===== src/cdsd_pkg.sv =====
package cdsd_pkg;

  // default deck and hand geometry
  localparam int unsigned SuitCountDef = 4;
  localparam int unsigned RankCountDef = 13;
  localparam int unsigned HandCardsDef = 5;

  // generator: g = (g * mult + inc) & 0x7fff, only the low 15 bits of mult matter
  localparam int unsigned GenW     = 15;
  localparam int unsigned GenShift = 8;
  localparam int unsigned DrawW    = GenW - GenShift;
  localparam logic [GenW-1:0] GenMult = 15'h4E6D;
  localparam logic [GenW-1:0] GenInc  = 15'h3039;

  // operation codes
  localparam logic [1:0] FuncInit    = 2'd0;
  localparam logic [1:0] FuncShuffle = 2'd1;
  localparam logic [1:0] FuncDeal    = 2'd2;

  typedef struct packed {
    logic [1:0]  func;
    logic [15:0] seed_value;
  } item_t;

  typedef struct packed {
    logic [1:0] card_suit;
    logic [3:0] card_rank;
    logic       reshuffled;
    logic       last_of_run;
  } result_t;

  // controller to datapath commands
  typedef struct packed {
    logic capture;
    logic init;
    logic seed_load;
    logic gen_step;
    logic mod_step;
    logic read_pair;
    logic wr_i;
    logic wr_j;
    logic pos_clear;
    logic deal_read;
    logic deal_emit;
    logic ack_emit;
  } dp_cmd_t;

  // datapath to controller status
  typedef struct packed {
    logic shuf_done;
    logic mod_done;
    logic pos_end;
    logic hand_last;
  } dp_stat_t;

endpackage


===== src/cdsd_ctrl.sv =====
module cdsd_ctrl import cdsd_pkg::*; (
  input  logic     clk_i,
  input  logic     rst_ni,
  input  logic     start,
  input  logic [1:0] func_i,
  input  dp_stat_t stat_i,
  output dp_cmd_t  cmd_o,
  output logic     busy
);

  typedef enum logic [10:0] {
    StIdle  = 11'b000_0000_0001,
    StLoad  = 11'b000_0000_0010,
    StChk   = 11'b000_0000_0100,
    StMod   = 11'b000_0000_1000,
    StRead  = 11'b000_0001_0000,
    StWrI   = 11'b000_0010_0000,
    StWrJ   = 11'b000_0100_0000,
    StDChk  = 11'b000_1000_0000,
    StDRead = 11'b001_0000_0000,
    StDOut  = 11'b010_0000_0000,
    StAck   = 11'b100_0000_0000
  } state_e;

  state_e state_q, state_d;
  logic   deal_mode_q, deal_mode_d;

  assign busy = (state_q != StIdle);

  always_comb begin
    state_d     = state_q;
    deal_mode_d = deal_mode_q;
    cmd_o       = '0;
    unique case (state_q)
      StIdle: begin
        if (start) begin
          cmd_o.capture = 1'b1;
          priority if (func_i == FuncInit) begin
            cmd_o.init = 1'b1;
            state_d    = StAck;
          end else if (func_i == FuncShuffle) begin
            deal_mode_d = 1'b0;
            state_d     = StLoad;
          end else if (func_i == FuncDeal) begin
            deal_mode_d = 1'b1;
            state_d     = StDChk;
          end else begin
            state_d = StIdle;
          end
        end
      end
      StLoad: begin
        cmd_o.seed_load = 1'b1;
        state_d         = StChk;
      end
      StChk: begin
        if (stat_i.shuf_done) begin
          state_d = deal_mode_q ? StDRead : StAck;
        end else begin
          cmd_o.gen_step = 1'b1;
          state_d        = StMod;
        end
      end
      StMod: begin
        cmd_o.mod_step = 1'b1;
        if (stat_i.mod_done) begin
          state_d = StRead;
        end
      end
      StRead: begin
        cmd_o.read_pair = 1'b1;
        state_d         = StWrI;
      end
      StWrI: begin
        cmd_o.wr_i = 1'b1;
        state_d    = StWrJ;
      end
      StWrJ: begin
        cmd_o.wr_j = 1'b1;
        state_d    = StChk;
      end
      StDChk: begin
        if (stat_i.pos_end) begin
          cmd_o.pos_clear = 1'b1;
          state_d         = StLoad;
        end else begin
          state_d = StDRead;
        end
      end
      StDRead: begin
        cmd_o.deal_read = 1'b1;
        state_d         = StDOut;
      end
      StDOut: begin
        cmd_o.deal_emit = 1'b1;
        state_d         = stat_i.hand_last ? StIdle : StDChk;
      end
      StAck: begin
        cmd_o.ack_emit = 1'b1;
        state_d        = StIdle;
      end
      default: begin
        state_d = StIdle;
      end
    endcase
  end

  always_ff @(posedge clk_i or negedge rst_ni) begin
    if (!rst_ni) begin
      state_q     <= StIdle;
      deal_mode_q <= 1'b0;
    end else begin
      state_q     <= state_d;
      deal_mode_q <= deal_mode_d;
    end
  end

endmodule


===== src/cdsd_datapath.sv =====
module cdsd_datapath import cdsd_pkg::*; #(
  parameter int unsigned SuitCount = SuitCountDef,
  parameter int unsigned RankCount = RankCountDef,
  parameter int unsigned HandCards = HandCardsDef
) (
  input  logic        clk_i,
  input  logic        rst_ni,
  input  logic [15:0] seed_i,
  input  dp_cmd_t     cmd_i,
  output dp_stat_t    stat_o,
  output result_t     result_o,
  output logic        result_strobe_o
);

  localparam int unsigned Deck  = SuitCount * RankCount;
  localparam int unsigned IdxW  = (Deck > 1) ? $clog2(Deck) : 1;
  localparam int unsigned PosW  = $clog2(Deck + 1);
  localparam int unsigned CntW  = (HandCards > 1) ? $clog2(HandCards) : 1;
  localparam int unsigned DivW  = DrawW + 1;
  localparam int unsigned StepW = $clog2(DrawW);

  // ordered deck, suit-major, as constant logic
  logic [5:0] order_card [Deck];
  for (genvar k = 0; k < Deck; k++) begin : g_order
    assign order_card[k] = {2'(k / RankCount), 4'(k % RankCount)};
  end

  // deck memory plus one valid bit per entry; invalid entries read as ordered
  logic [5:0] mem [Deck];
  logic [Deck-1:0] valid_q;

  logic [GenW-1:0]  gen_q;
  logic [GenW-1:0]  gen_next;
  logic [GenW-1:0]  gen_prod;
  logic [15:0]      seed_q;
  logic [PosW-1:0]  pos_q;
  logic [IdxW-1:0]  i_q;
  logic [CntW-1:0]  cnt_q;
  logic             resh_q;
  logic [DrawW-1:0] div_v_q;
  logic [DrawW-1:0] rem_q;
  logic [StepW-1:0] step_q;
  logic [DivW-1:0]  divisor;
  logic [DivW-1:0]  rem_shift;
  logic [IdxW-1:0]  j_idx;
  logic [IdxW-1:0]  addr_a;
  logic [IdxW-1:0]  addr_b;
  logic [5:0]       mem_a_q, mem_b_q, ord_a_q, ord_b_q;
  logic             val_a_q, val_b_q;
  logic [5:0]       card_a, card_b;
  logic             wr_en;
  logic [IdxW-1:0]  wr_addr;
  logic [5:0]       wr_data;

  assign gen_prod = GenW'(gen_q * GenMult);
  assign gen_next = gen_prod + GenInc;

  // restoring remainder, one quotient bit per cycle
  assign divisor   = DivW'(i_q) + DivW'(1);
  assign rem_shift = {rem_q, div_v_q[DrawW-1]};
  assign j_idx     = rem_q[IdxW-1:0];

  assign addr_a = cmd_i.deal_read ? pos_q[IdxW-1:0] : i_q;
  assign addr_b = j_idx;

  assign card_a = val_a_q ? mem_a_q : ord_a_q;
  assign card_b = val_b_q ? mem_b_q : ord_b_q;

  assign wr_en   = cmd_i.wr_i | cmd_i.wr_j;
  assign wr_addr = cmd_i.wr_i ? i_q : j_idx;
  assign wr_data = cmd_i.wr_i ? card_b : card_a;

  assign stat_o.shuf_done = (i_q == '0);
  assign stat_o.mod_done  = (step_q == StepW'(DrawW - 1));
  assign stat_o.pos_end   = (pos_q >= PosW'(Deck));
  assign stat_o.hand_last = (cnt_q == CntW'(HandCards - 1));

  // read data held through both swap writes
  always_ff @(posedge clk_i) begin
    if (wr_en) begin
      mem[wr_addr] <= wr_data;
    end
    if (cmd_i.read_pair | cmd_i.deal_read) begin
      mem_a_q <= mem[addr_a];
      mem_b_q <= mem[addr_b];
      ord_a_q <= order_card[addr_a];
      ord_b_q <= order_card[addr_b];
      val_a_q <= valid_q[addr_a];
      val_b_q <= valid_q[addr_b];
    end
  end

  always_ff @(posedge clk_i or negedge rst_ni) begin
    if (!rst_ni) begin
      valid_q <= '0;
    end else if (cmd_i.init) begin
      valid_q <= '0;
    end else if (wr_en) begin
      valid_q[wr_addr] <= 1'b1;
    end
  end

  always_ff @(posedge clk_i or negedge rst_ni) begin
    if (!rst_ni) begin
      gen_q  <= '0;
      pos_q  <= '0;
      cnt_q  <= '0;
      resh_q <= 1'b0;
      i_q    <= '0;
      step_q <= '0;
    end else begin
      if (cmd_i.capture) begin
        cnt_q  <= '0;
        resh_q <= 1'b0;
      end
      if (cmd_i.init) begin
        pos_q <= '0;
      end
      if (cmd_i.seed_load) begin
        gen_q <= seed_q[GenW-1:0];
        i_q   <= IdxW'(Deck - 1);
      end
      if (cmd_i.gen_step) begin
        gen_q  <= gen_next;
        step_q <= '0;
      end
      if (cmd_i.mod_step) begin
        step_q <= step_q + StepW'(1);
      end
      if (cmd_i.wr_j) begin
        i_q <= i_q - IdxW'(1);
      end
      if (cmd_i.pos_clear) begin
        pos_q  <= '0;
        resh_q <= 1'b1;
      end
      if (cmd_i.deal_emit) begin
        pos_q  <= pos_q + PosW'(1);
        cnt_q  <= cnt_q + CntW'(1);
        resh_q <= 1'b0;
      end
    end
  end

  // payload registers
  always_ff @(posedge clk_i) begin
    if (cmd_i.capture) begin
      seed_q <= seed_i;
    end
    if (cmd_i.gen_step) begin
      div_v_q <= gen_next[GenW-1:GenShift];
      rem_q   <= '0;
    end
    if (cmd_i.mod_step) begin
      div_v_q <= div_v_q << 1;
      if (rem_shift >= divisor) begin
        rem_q <= DrawW'(rem_shift - divisor);
      end else begin
        rem_q <= DrawW'(rem_shift);
      end
    end
  end

  always_ff @(posedge clk_i or negedge rst_ni) begin
    if (!rst_ni) begin
      result_strobe_o <= 1'b0;
    end else begin
      result_strobe_o <= cmd_i.deal_emit | cmd_i.ack_emit;
    end
  end

  always_ff @(posedge clk_i) begin
    if (cmd_i.deal_emit) begin
      result_o.card_suit   <= card_a[5:4];
      result_o.card_rank   <= card_a[3:0];
      result_o.reshuffled  <= resh_q;
      result_o.last_of_run <= stat_o.hand_last;
    end else if (cmd_i.ack_emit) begin
      result_o <= '{card_suit: 2'd0, card_rank: 4'd0, reshuffled: 1'b0, last_of_run: 1'b1};
    end
  end

endmodule


===== src/card_deck_shuffle_dealer_top.sv =====
// init ends in its beat; shuffle runs deck-1 swap steps before its beat
// deal: one beat per card, the first after accept; a deck that runs out
// mid-hand adds a reshuffle before that card
// throughput: one item at a time, set by the swap step (check, remainder
// loop, read and two writes on the single deck memory write port)
// reset: async active low, deck reads as ordered, position and generator cleared
module card_deck_shuffle_dealer_top import cdsd_pkg::*; #(
  parameter int unsigned SuitCount = SuitCountDef,
  parameter int unsigned RankCount = RankCountDef,
  parameter int unsigned HandCards = HandCardsDef
) (
  input  logic    clk_i,
  input  logic    rst_ni,
  input  logic    start,
  input  item_t   item_i,
  output logic    busy,
  output result_t result_o,
  output logic    result_strobe_o
);

  // results come as one-cycle beats on result_strobe_o; the receiver cannot stall

  // command and status between controller and datapath
  dp_cmd_t  cmd;
  dp_stat_t stat;

  // controller: sequences init, fisher-yates steps and the deal loop
  cdsd_ctrl u_ctrl (
    .clk_i  (clk_i),
    .rst_ni (rst_ni),
    .start  (start),
    .func_i (item_i.func),
    .stat_i (stat),
    .cmd_o  (cmd),
    .busy   (busy)
  );

  // datapath: deck memory, generator, remainder unit, position and hand counters
  cdsd_datapath #(
    .SuitCount (SuitCount),
    .RankCount (RankCount),
    .HandCards (HandCards)
  ) u_dp (
    .clk_i           (clk_i),
    .rst_ni          (rst_ni),
    .seed_i          (item_i.seed_value),
    .cmd_i           (cmd),
    .stat_o          (stat),
    .result_o        (result_o),
    .result_strobe_o (result_strobe_o)
  );

endmodule


===== config.mk =====
export PLATFORM = sky130hd
export DESIGN_NAME = card_deck_shuffle_dealer_top
export DESIGN_NICKNAME = d
export VERILOG_FILES = /design/src/cdsd_pkg.sv /design/src/cdsd_ctrl.sv /design/src/cdsd_datapath.sv /design/src/card_deck_shuffle_dealer_top.sv
export SDC_FILE = /design/constraint.sdc
export NUM_CORES = 1
export LEC_CHECK = 0
export BUFFER_PORTS_ARGS = -buffer_cell sky130_fd_sc_hd__clkbuf_2
export CAP_MARGIN = 20
export CORE_MARGIN = 2
export CORE_UTILIZATION = 32
export CTS_CLUSTER_DIAMETER = 60
export CTS_CLUSTER_SIZE = 14
export DETAILED_ROUTE_END_ITERATION = 7
export PLACE_DENSITY = 0.49
export SETUP_SLACK_MARGIN = 0.15
export SLEW_MARGIN = 40
export SYNTH_ARGS = -nofsm -noshare
export SYNTH_HDL_FRONTEND = slang
export SYNTH_HIERARCHICAL = 1
export SYNTH_SLANG_ARGS = --single-unit

===== constraint.sdc =====
create_clock -name clk_i -period 8 [get_ports clk_i]
set_input_delay 1.2 -clock clk_i [delete_from_list [all_inputs] [get_ports clk_i]]
set_output_delay 1.2 -clock clk_i [all_outputs]
set_load 0.01 [all_outputs]

### After elaboration in Yosys (flattened, before gate mapping)

Memories as Yosys holds them, arrays and structs flattened. A register that Yosys moved wholly into a read port is not among the register bits.
Index checks and enable logic that the tools add are counted.

| word-level totals | value |
|---|---|
| register bits | 138 |
| memory bits (writable) | 312 |
| bits in read-only memories | 768 |
| input bits | 21 |
| output and inout port bits | 10 |
| logic and storage cells | 140 |
| memories kept | 3 |

| operators by class | value |
|---|---|
| add/sub/neg operators | 7 |
| $mul | 1 |
| magnitude comparators | 6 |
| equal/unequal tests | 18 |
| multiplexer cells | 63 |
| bitwise operators | 7 |
| reduce and logical (&&, ||, !) cells | 15 |

Memory list:

| name | depth | width | read ports | clocked after Yosys merged registers in | wr ports | line | RTL |
|---|---|---|---|---|---|---|---|
| (no name shown) | 64 | 6 | 1 | 1 | 0 | cdsd_datapath.sv:86 | `ord_a_q <= order_card[addr_a];` |
| (no name shown) | 64 | 6 | 1 | 1 | 0 | cdsd_datapath.sv:87 | `ord_b_q <= order_card[addr_b];` |
| u_dp.mem | 52 | 6 | 2 | 2 | 1 | cdsd_datapath.sv:29 | `logic [5:0] mem [Deck];` |

Operators with widths:

| kind | count |
|---|---|
| $mux 52 | 2 |
| $pmux 11 s9 | 1 |
| $mux 6 | 10 |
| $mux 11 | 5 |
| $or 52x52->52 | 1 |
| $mux 8 | 5 |
| $mux 7 | 5 |
| $mux 15 | 2 |
| $mux 1 | 23 |
| $lt 6x7->1 const B | 3 |
| $add 15x14->15 const B | 1 |
| $mul 15x15->15 const B | 1 |
| $not 6->7 | 2 |
| $reduce_bool 2->1 | 7 |
| $bmux 1 s6 | 2 |
| $mux 3 | 4 |
| $eq 11x1->1 const B | 1 |
| $eq 11x10->1 const B | 1 |
| $eq 11x11->1 const B | 1 |
| $eq 11x2->1 const B | 1 |
| $eq 11x3->1 const B | 1 |
| $eq 11x4->1 const B | 1 |
| $eq 11x5->1 const B | 1 |
| $eq 11x6->1 const B | 1 |
| 28 further kinds | 35 |

### Logic depth before layout (Yosys ltp)

Gate-level depths: netlist (run 1).

| depth | value |
|---|---|
| word-level depth | 10 |
| gate-level depth with buffers | 20 |
| gate-level depth less buffers | 20 |

### Hierarchy

Netlist (run 1), hierarchy kept.

Modules (own cells, without submodules):

| module | instances | cells an instance | area an instance (µm²) | sequential area each (µm²) |
|---|---|---|---|---|
| cdsd_datapath | 1 | 1,929 | 24,979.0 | 13,427.9 |
| cdsd_ctrl | 1 | 96 | 872.1 | 301.5 |

### Least setup slack after synthesis (run 1)

Ideal clock, no wire load.

| timing path | value |
|---|---|
| kind | reg2reg |
| start | reg u_dp.gen_q[4] |
| end | reg u_dp.div_v_q[4] (data pin) |
| setup time | 0.256 ns |
| arrival | 4.472 ns |
| required time | 7.744 ns |
| path slack | 3.272 ns |
| stages on the path, launching flop included | 19 |
| path buffers | 0 |
| clock period less this slack | 4.728 ns |
| cells stage by stage | dfrtp_1 -> ha_1 -> inv_1 -> fa_1 -> inv_1 -> ha_1 -> ha_1 -> fa_1 -> inv_1 -> fa_1 -> inv_1 -> ha_1 -> a21oi_1 -> nand2_1 -> o21ai_0 -> nand2b_1 -> a21o_1 -> xor2_1 -> a22o_1 |

| between the ends | value |
|---|---|
| word-level cells in the longest chain between the ends | 4 |

RTL lines:

| element | line | RTL |
|---|---|---|
| start: declaration | cdsd_datapath.sv:32 | `logic [GenW-1:0] gen_q;` |
| start signal: assignment | cdsd_datapath.sv:120 | `gen_q <= seed_q[GenW-1:0];` |
| start signal: assignment | cdsd_datapath.sv:124 | `gen_q <= gen_next;` |
| $mul 15x15->15 | cdsd_datapath.sv:55 | `assign gen_prod = GenW'(gen_q * GenMult);` |
| $add 15x14->15 | cdsd_datapath.sv:56 | `assign gen_next = gen_prod + GenInc;` |
| $mux 7 | cdsd_datapath.sv:150 | `if (cmd_i.gen_step) begin` |
| $mux 7 | cdsd_datapath.sv:154 | `if (cmd_i.mod_step) begin` |
| end signal: assignment | cdsd_datapath.sv:151 | `div_v_q <= gen_next[GenW-1:GenShift];` |
| end signal: assignment | cdsd_datapath.sv:155 | `div_v_q <= div_v_q << 1;` |
| end: declaration | cdsd_datapath.sv:40 | `logic [DrawW-1:0] div_v_q;` |

No other way between the ends. The select of a mux whose other input is x is not followed.
A chain may end at the register's enable or synchronous reset.

### Final worst setup path (run 1)

| timing path | value |
|---|---|
| start | reg u_dp.gen_q[8] |
| end | reg u_dp.div_v_q[6] (data pin) |

The elaborated chain is that of the path after synthesis.

==> summary.txt, run 1 <==
Global routing
  • Largest net degree at the start of global routing: between 60 and 70
  • GRT Total Usage: roughly 19%
  • Antenna violations before repair: 3
  • Vias in the first global route: between 15,000 and 20,000
  • GRT overflow: 0
  • Global-route wire length before repair: approximately 110,000 um

Timing
  • Relative slew margins: between 40% and 50%
  • Final min period: 5.36 ns
  • Worst slew pin tran: between 0.8 and 0.9 ns
  • Worst hold slack: 0.491 ns
  • Final Hold Fails: 0
  • Setup violators final: 0
  • Final number of max-transition violations: 0
  • Unrepaired setup endpoints after global routing: no
  • Clock Skews: around 0.029 ns
  • Max frequency: around 0.19 GHz
  • Setup TNS: 0 ns
  • Fin crit share: between 60% and 70%

Floorplanning
  • Die Span Y: between 200 and 300 um
  • Full die area: between 0.08 and 0.09 mm2
  • Die Width: 288 um
  • Core Area: ~0.080 mm2
  • Num rows: roughly 100
  • Ports: 31
  • Initial Util: 32.2%

Logic synthesis
  • Mapped Area: between 0.02 and 0.03 mm2
  • Mapped Nets: 2,171
  • Sequential-to-total area share from yosys stat: between 50% and 60%
  • Synth Warn #: 6
  • Number of synthesized flops with an enable pin: 374
  • Synth area leaders: edfxtp_1 43%, mux4_2 14%, dfrtp_1 9.5%, ha_1 4.4%, nand2_1 3.7%
  • Synth top area share: 43.4%
  • Ys async rst share: 20.9%
  • Mapped Cells: between 2,000 and 2,500
  • Avg Synthesized Cell Area: ~13 um2
  • Post-synth top area cell: edfxtp_1
  • Most common cell in the netlist: edfxtp_1
  • #FFs+latches synth: roughly 470
  • Commonest cells in the netlist: 374 x edfxtp_1, 255 x nand2_1, 198 x nor2_1
  • Cell variety after synth: 76
  • Post-synth top flop: edfxtp_1

Worst setup path
  • CP max FO: 5
  • Worst Path Class, Setup: flop to flop
  • Largest stage delay, worst path: 0.55 ns
  • CP Cell Sequence: ha_1 > inv_1 > fa_1 > fa_1 > inv_1 > fa_1 > inv_1 > fa_1 > fa_1 > inv_1 > ha_1 > a2111oi_0 > a21oi_1 > xnor2_1 > nand2_1 > o21ai_0
  • Crit path DAT: about 5.7 ns
  • Critical-path top delay cell: fa_1
  • Most used cell, CP: fa_1
  • Crit start category: flop
  • Worst setup EP type: flop
  • Worst EP required: between 8 and 9 ns

Clock network
  • Skew-Pair Late Insertion Delay: a little over 0.6 ns
  • Post-CTS Repair Setup Buffers: 0
  • Sinks on the clock net: roughly 470
  • Cts hold-fix bufs: 0
  • TritonCTS clock tree: built
  • Clock buffer count from CTS: 46
  • Max Buffers Root-to-Sink: 3
  • Root Buffer Master: clkbuf_16
  • Post-cts gate resize count: 0
  • CTS clock-pin slew for the worst setup and hold paths: ~0.070 ns
  • H-Tree Depth: 2

Power and ir drop
  • Worst vdd ir: 0.000732 V
  • P_leak: between 10 and 15 nW
  • Pwr Density: about 420 mW/mm2

Routing
  • Via/cell ratio: 5.55
  • DRT antenna net count: 0
  • Routed WL: between 70,000 and 80,000 um
  • 1st-iter DRT viols: approximately 1,700
  • DRC: 0
  • Wire per inst: about 25 um
  • Drt first pass iters: 6
  • Routed vias: roughly 17,000

Place
  • PortBufs: 29
  • Post-DP HPWL: between 50,000 and 60,000 um
  • RePlAce Congestion: 0.858

Finish
  • Layout Nets: between 2,000 and 2,500
  • Synthesis-to-layout area growth: 11.7%
  • Fillers: 7,712
  • Layout cell share with drive strength beyond 1: between 15 and 20%
  • Antenna cells: 0
  • Multi-input logic area: between 0.01 and 0.015 mm2
  • Seq. cell area: approximately 0.014 mm2

Job
  • Max Cap Viol: 0

Status
  • Outcome: complete, no violations

Min path
  • Hold Crit Class: flop to flop
## registers in the layout, summed over array words and instances, names as in the netlist, 3 cells and up
| name | count |
|---|---|
| u_dp/pos_q | 6 |
| u_dp/i_q | 6 |
| u_ctrl/state_q | 11 |
| u_dp/ord_a_q | 6 |
| u_dp/mem_b_q | 6 |
| u_dp/result_o | 8 |
| u_dp/mem_a_q | 6 |
| u_dp/rem_q | 7 |
| u_dp/cnt_q | 3 |
| u_dp/ord_b_q | 6 |
| u_dp/seed_q | 15 |
| u_dp/mem | 312 |
| u_dp/gen_q | 15 |
| u_dp/step_q | 3 |
| u_dp/valid_q | 52 |
| u_dp/div_v_q | 7 |
## area by class of cell
class / count / area share [%]
Clock inverter: 17 / 0.944
Tap cell: 1060 / 4.59
Timing Repair Buffer: 72 / 1.71
Inverter: 101 / 1.32
Sequential cell: 474 / 47.5
Multi-Input combinational cell: 1323 / 39.5
Clock buffer: 69 / 4.39
## report_power, final
part           internal, W  total [W]  switching, W
Clock              0.00125    0.00227       0.00102
Combinational      0.00285    0.00672       0.00387
Sequential         0.00285    0.00306      0.000211
Total              0.00695     0.0120       0.00510
## cell families (layout without fill, tap and decap cells)
group                    count (synthesis)  after routing  share of synthesized area (%)
AND/OR/NAND/NOR                        660            660                           11.4
flip-flops                             474            474                           53.1
buffers and inverters                  228            259                           3.80
adder cells (fa/ha/maj)                125            125                           7.04
multiplexers                           201            201                           15.5
XOR/XNOR                                45             45                           1.58
AO/OA/AOI/OAI                          292            292                           7.58
## final timing paths
| kind | startpoint | to | slack [ns] | cells past startpoint |
|---|---|---|---|---|
| max | u_dp/gen_q[8] | u_dp/div_v_q[6] | 2.64 | 16 |
| max reg2reg | u_dp/gen_q[8] | u_dp/div_v_q[6] | 2.64 | 16 |
| min | u_dp/div_v_q[0] | u_dp/div_v_q[0] | 0.49 | 2 |
| max in group asynchronous | rst_ni | u_dp/valid_q[42] | 6.38 | 2 |
| min reg2reg | u_dp/div_v_q[0] | u_dp/div_v_q[0] | 0.49 | 2 |
| min in group asynchronous | rst_ni | u_dp/valid_q[31] | 0.61 | 1 |
## placed cells by master (no fill, tap or decap), drive strengths merged, types with 36 or more instances in the layout
| cell type | n |
|---|---|
| edfxtp | 374 |
| nand2 | 255 |
| nor2 | 198 |
| mux4 | 158 |
| inv | 106 |
| dfrtp | 98 |
| clkbuf | 97 |
| ha | 91 |
| nand3 | 76 |
| a21oi | 58 |
| o21ai | 56 |
| buf | 44 |
| mux2i | 36 |
## routing by layer
layer  GRT usage, %  vias up  part of all wire (%)
li1               -     7586                     -
met1           25.6     8929                    43
met2           29.4      628                    46
met3           3.37      139                   6.9
met4           6.83        2                   3.7
met5              0        -                 0.017
## stage by stage
step	area (um2)	std cells	total power [W]	util (%)	setup WS, ns
2_1_floorplan	25900	2025	0.00811	-	3.27
3_3_place_gp	27100	3026	0.00978	33.8	2.66
3_5_place_dp	27300	3029	0.00977	34.0	2.68
4_1_cts	28800	3115	0.0122	35.9	2.64
5_1_grt	28900	3116	0.0132	36.0	2.35
6_report	28900	3116	0.0120	36.0	2.64
## critical path, delay by kind of cell, from the launching register on
kind | cells | cell delay (ns)
adders and majority gates | 7 | 3.21
AOI/OAI and AO/OA | 3 | 0.97
DFF | 1 | 0.46
buffers and inverters | 4 | 0.22
xor gates and xnor gates | 1 | 0.18
and+or+nand+nor | 1 | 0.09
Note: power is estimated with default switching activity, not from simulation.
==> run 2, diff against run 1 <==
Settings changed: ABC_AREA set to 1, PLACE_DENSITY 0.49 to 0.51.
Clock period 8 ns to 4.6 ns, I/O delays scaled along.
==> run 2 against run 1 <==
First-iteration DRC count increased by 24%. Area after synthesis increased by 1.4%. Final area increased by 5.7%. Routed wire length increased by 14%. Utilization increased by 1.8 points. Critical path depth increased by 4. Setup slack got worse by 2.6 ns. Final cell count increased by 31%. Worst hold slack got worse by 0.45 ns. Critical path type unchanged.
==> summary.txt, run 2 <==
Logic synthesis
  • Mapped Cells: 2,921 (+44%)
  • Synth top area share: 42.8% (-0.61 points)
  • Post-synth top area cell: edfxtp_1
  • Mapped Area: 0.0262 mm2 (+1.4%)
  • Synth Warn #: 6 (unchanged)
  • Cell variety after synth: 58 (-24%)
  • Number of synthesized flops with an enable pin: 374 (unchanged)
  • Ys async rst share: 20.9% (unchanged)
  • #FFs+latches synth: 474 (unchanged)
  • Sequential-to-total area share from yosys stat: 52.4% (-0.74 points)
  • Avg Synthesized Cell Area: 8.98 um2 (-30%)
  • Synth area leaders: edfxtp_1 43%, dfrtp_1 9.4%, o21ai_0 7.8%, nor2_1 7.0%, nand2_1 5.5%
  • Most common cell in the netlist: nor2_1
  • Commonest cells in the netlist: 489 x nor2_1, 406 x o21ai_0, 382 x nand2_1
  • Post-synth top flop: edfxtp_1
  • Mapped Nets: 3,067 (+41%)

Clock network
  • Clock buffer count from CTS: 50 (+8.7%)
  • TritonCTS clock tree: built
  • Skew-Pair Late Insertion Delay: 0.65 ns (+0.03 ns)
  • Max Buffers Root-to-Sink: 3 (unchanged)
  • Cts hold-fix bufs: 0 (unchanged)
  • Root Buffer Master: clkbuf_16
  • Sinks on the clock net: 474 (unchanged)
  • H-Tree Depth: 2 (unchanged)
  • CTS clock-pin slew for the worst setup and hold paths: 0.07 ns (about the same)

Finish
  • Max FFs per register: 312 (unchanged)
  • Most frequent cells in the layout: 480 x nor2_1, 394 x o21ai_0, 377 x nand2_1
  • Layout cell share with drive strength beyond 1: 12.0% (-6.4 points)
  • Multi-input logic area: 0.0112 mm2 (-2.3%)
  • Fillers: 8,056 (+4.5%)
  • Antenna cells: 0 (unchanged)
  • Largest regs: u_dp/mem x312, u_dp/valid_q x52
  • Layout Nets: 3,136 (+45%)
  • Top reg by flops: u_dp/mem
  • Most common cell after layout, fill and taps aside: nor2_1
  • Synthesis-to-layout area growth: 16.5%
  • Seq. cell area: 0.0137 mm2 (about the same)

Floorplanning
  • Die Width: 290 um (+0.69%)
  • Ports: 31 (unchanged)
  • Full die area: 0.0842 mm2 (+1.4%)
  • Die Span Y: 290 um (+0.69%)
  • Core Area: 0.0808 mm2 (+0.65%)
  • Initial Util: 32.4% (+0.24 points)
  • Num rows: 104 (unchanged)

Routing
  • 1st-iter DRT viols: 2,163 (+24%)
  • Drt first pass iters: 6 (unchanged)
  • DRT antenna net count: 0 (unchanged)
  • DRC: 0 (unchanged)
  • Wire per inst: 21.4 um (-13%)
  • Routed vias: 21,500 (+24%)
  • Via/cell ratio: 5.26 (-5.2%)
  • Routed WL: 87,700 um (+14%)

Global routing
  • GRT overflow: 0 (unchanged)
  • Largest net degree at the start of global routing: 179 (+190%)
  • Global-route wire length before repair: 130,000 um (+13%)
  • Antenna violations before repair: 2 (-1)
  • GRT Total Usage: 20.4% (+1.8 points)
  • Vias in the first global route: 20,100 (+16%)

Status
  • Outcome: complete, no violations

Timing
  • Fin crit share: 99.3% (+32 points)
  • Setup violators final: 0 (unchanged)
  • Unrepaired setup endpoints after global routing: yes
  • Setup TNS: 0 ns (unchanged)
  • Final Hold Fails: 0 (unchanged)
  • Final min period: 4.57 ns (-0.792 ns)
  • Clock Skews: 0.0686 ns (+0.0398 ns)
  • Relative slew margins: 40.6% (-1.9 points)
  • Max frequency: 0.219 GHz (+17%)
  • Worst slew pin tran: 0.891 ns (+0.0280 ns)
  • Final number of max-transition violations: 0 (unchanged)

Job
  • Max Cap Viol: 0 (unchanged)

Worst setup path
  • CP max FO: 5 (unchanged)
  • Worst setup EP type: flop
  • Crit path DAT: 4.93 ns (-0.81 ns)
  • Worst Path Class, Setup: flop to flop
  • Largest stage delay, worst path: 0.53 ns (-0.02 ns)
  • Crit path max-delay family: adder cells
  • Crit start category: flop
  • Critical-path top delay cell: fa_1
  • Worst EP required: 4.96 ns (-3.41 ns)
  • Worst path bufs/invs: 5 (+1)
  • CP Cell Sequence: buf_6 > ha_4 > xor2_1 > ha_1 > ha_1 > inv_1 > fa_1 > inv_1 > fa_1 > inv_1 > fa_1 > inv_2 > ha_4 > nand2_2 > nor3_2 > nand3_1 > nand4_1 > a21oi_1 > o21ai_1 > o21ai_1

Place
  • PortBufs: 29 (unchanged)
  • RePlAce Congestion: 0.943 (+9.9%)
  • Post-DP HPWL: 59,100 um (+15%)

Min path
  • Hold Crit Class: input pin to asynchronous set/reset pin
[run 2: logic make-up (layout without fill, tap and decap cells)]
family	Yosys count	in the layout	share of synthesized area, %
AND/OR/NAND/NOR	1049	1049	16.3
AO/OA/AOI/OAI	784	784	16.5
flip-flops	474	474	52.4
buffers and inverters	462	572	6.98
adder cells (fa/ha/maj)	125	125	6.94
XOR/XNOR	21	21	0.702
multiplexers	6	6	0.229
[run 2: layout make-up]
cell class	count	share of cell area, %
Inverter	312	3.87
Timing Repair Buffer	167	4.72
Clock buffer	70	4.55
Multi-Input combinational cell	1985	36.5
Clock inverter	23	1.00
Sequential cell	474	45.0
Tap cell	1060	4.34
[run 2: worst reg2reg max path, cell delays in order, from the launching register on]
cell	delay, ns
dfrtp_2	0.46
buf_6	0.15
ha_4	0.26
xor2_1	0.15
ha_1	0.25
ha_1	0.27
inv_1	0.05
fa_1	0.48
inv_1	0.06
fa_1	0.53
inv_1	0.05
fa_1	0.49
inv_2	0.05
ha_4	0.29
nand2_2	0.09
nor3_2	0.20
nand3_1	0.09
nand4_1	0.12
a21oi_1	0.07
o21ai_1	0.15
o21ai_1	0.08
[run 2: metal layers]
layer	GRT usage (%)	part of all wire (%)
met5	0	0.011
met4	5.95	2.9
met3	3.19	7.5
met2	31.7	45
met1	29.2	45
[run 2: path summary, 6_finish.rpt]
check,start,endpoint,slack (ns),depth (start not counted)
setup reg to reg,u_dp/gen_q[7],u_dp/div_v_q[5],0.03,20
min in group clk_i,item_i[1],u_dp/seed_q[1],0.25,1
setup / recovery,u_dp/gen_q[7],u_dp/div_v_q[5],0.03,20
hold / removal,rst_ni,u_dp/gen_q[11],0.04,1
max in group asynchronous,rst_ni,u_dp/valid_q[34],3.67,2
hold reg to reg,u_dp/div_v_q[0],u_dp/div_v_q[0],0.46,2
[run 2: what timing repair did]
action / 4_1_cts / 5_1_grt
cloned: 0 / 0
resized for setup: 37 / 39
endpoints found under the setup margin: 12 / 15
pin swaps: 28 / 16
buffers inserted: 5 / 3
[run 2: stage by stage]
step	hold slack, ns	utilization (%)	instances	setup WS (ns)	instance area (um2)
floorplan	0.394	-	2921	0.148	26300
global placement	0.446	35.0	3982	-0.107	28300
detailed placement	0.449	35.1	3989	-0.131	28400
CTS	0.177	37.5	4087	-0.00593	30300
global route	0.0639	37.8	4091	-0.172	30500
finish	0.0374	37.8	4091	0.0305	30500
Power of run 2 is left out: the tool's default activity adds up to more than one toggle a clock period on the data nets, which glitch-free logic cannot reach.
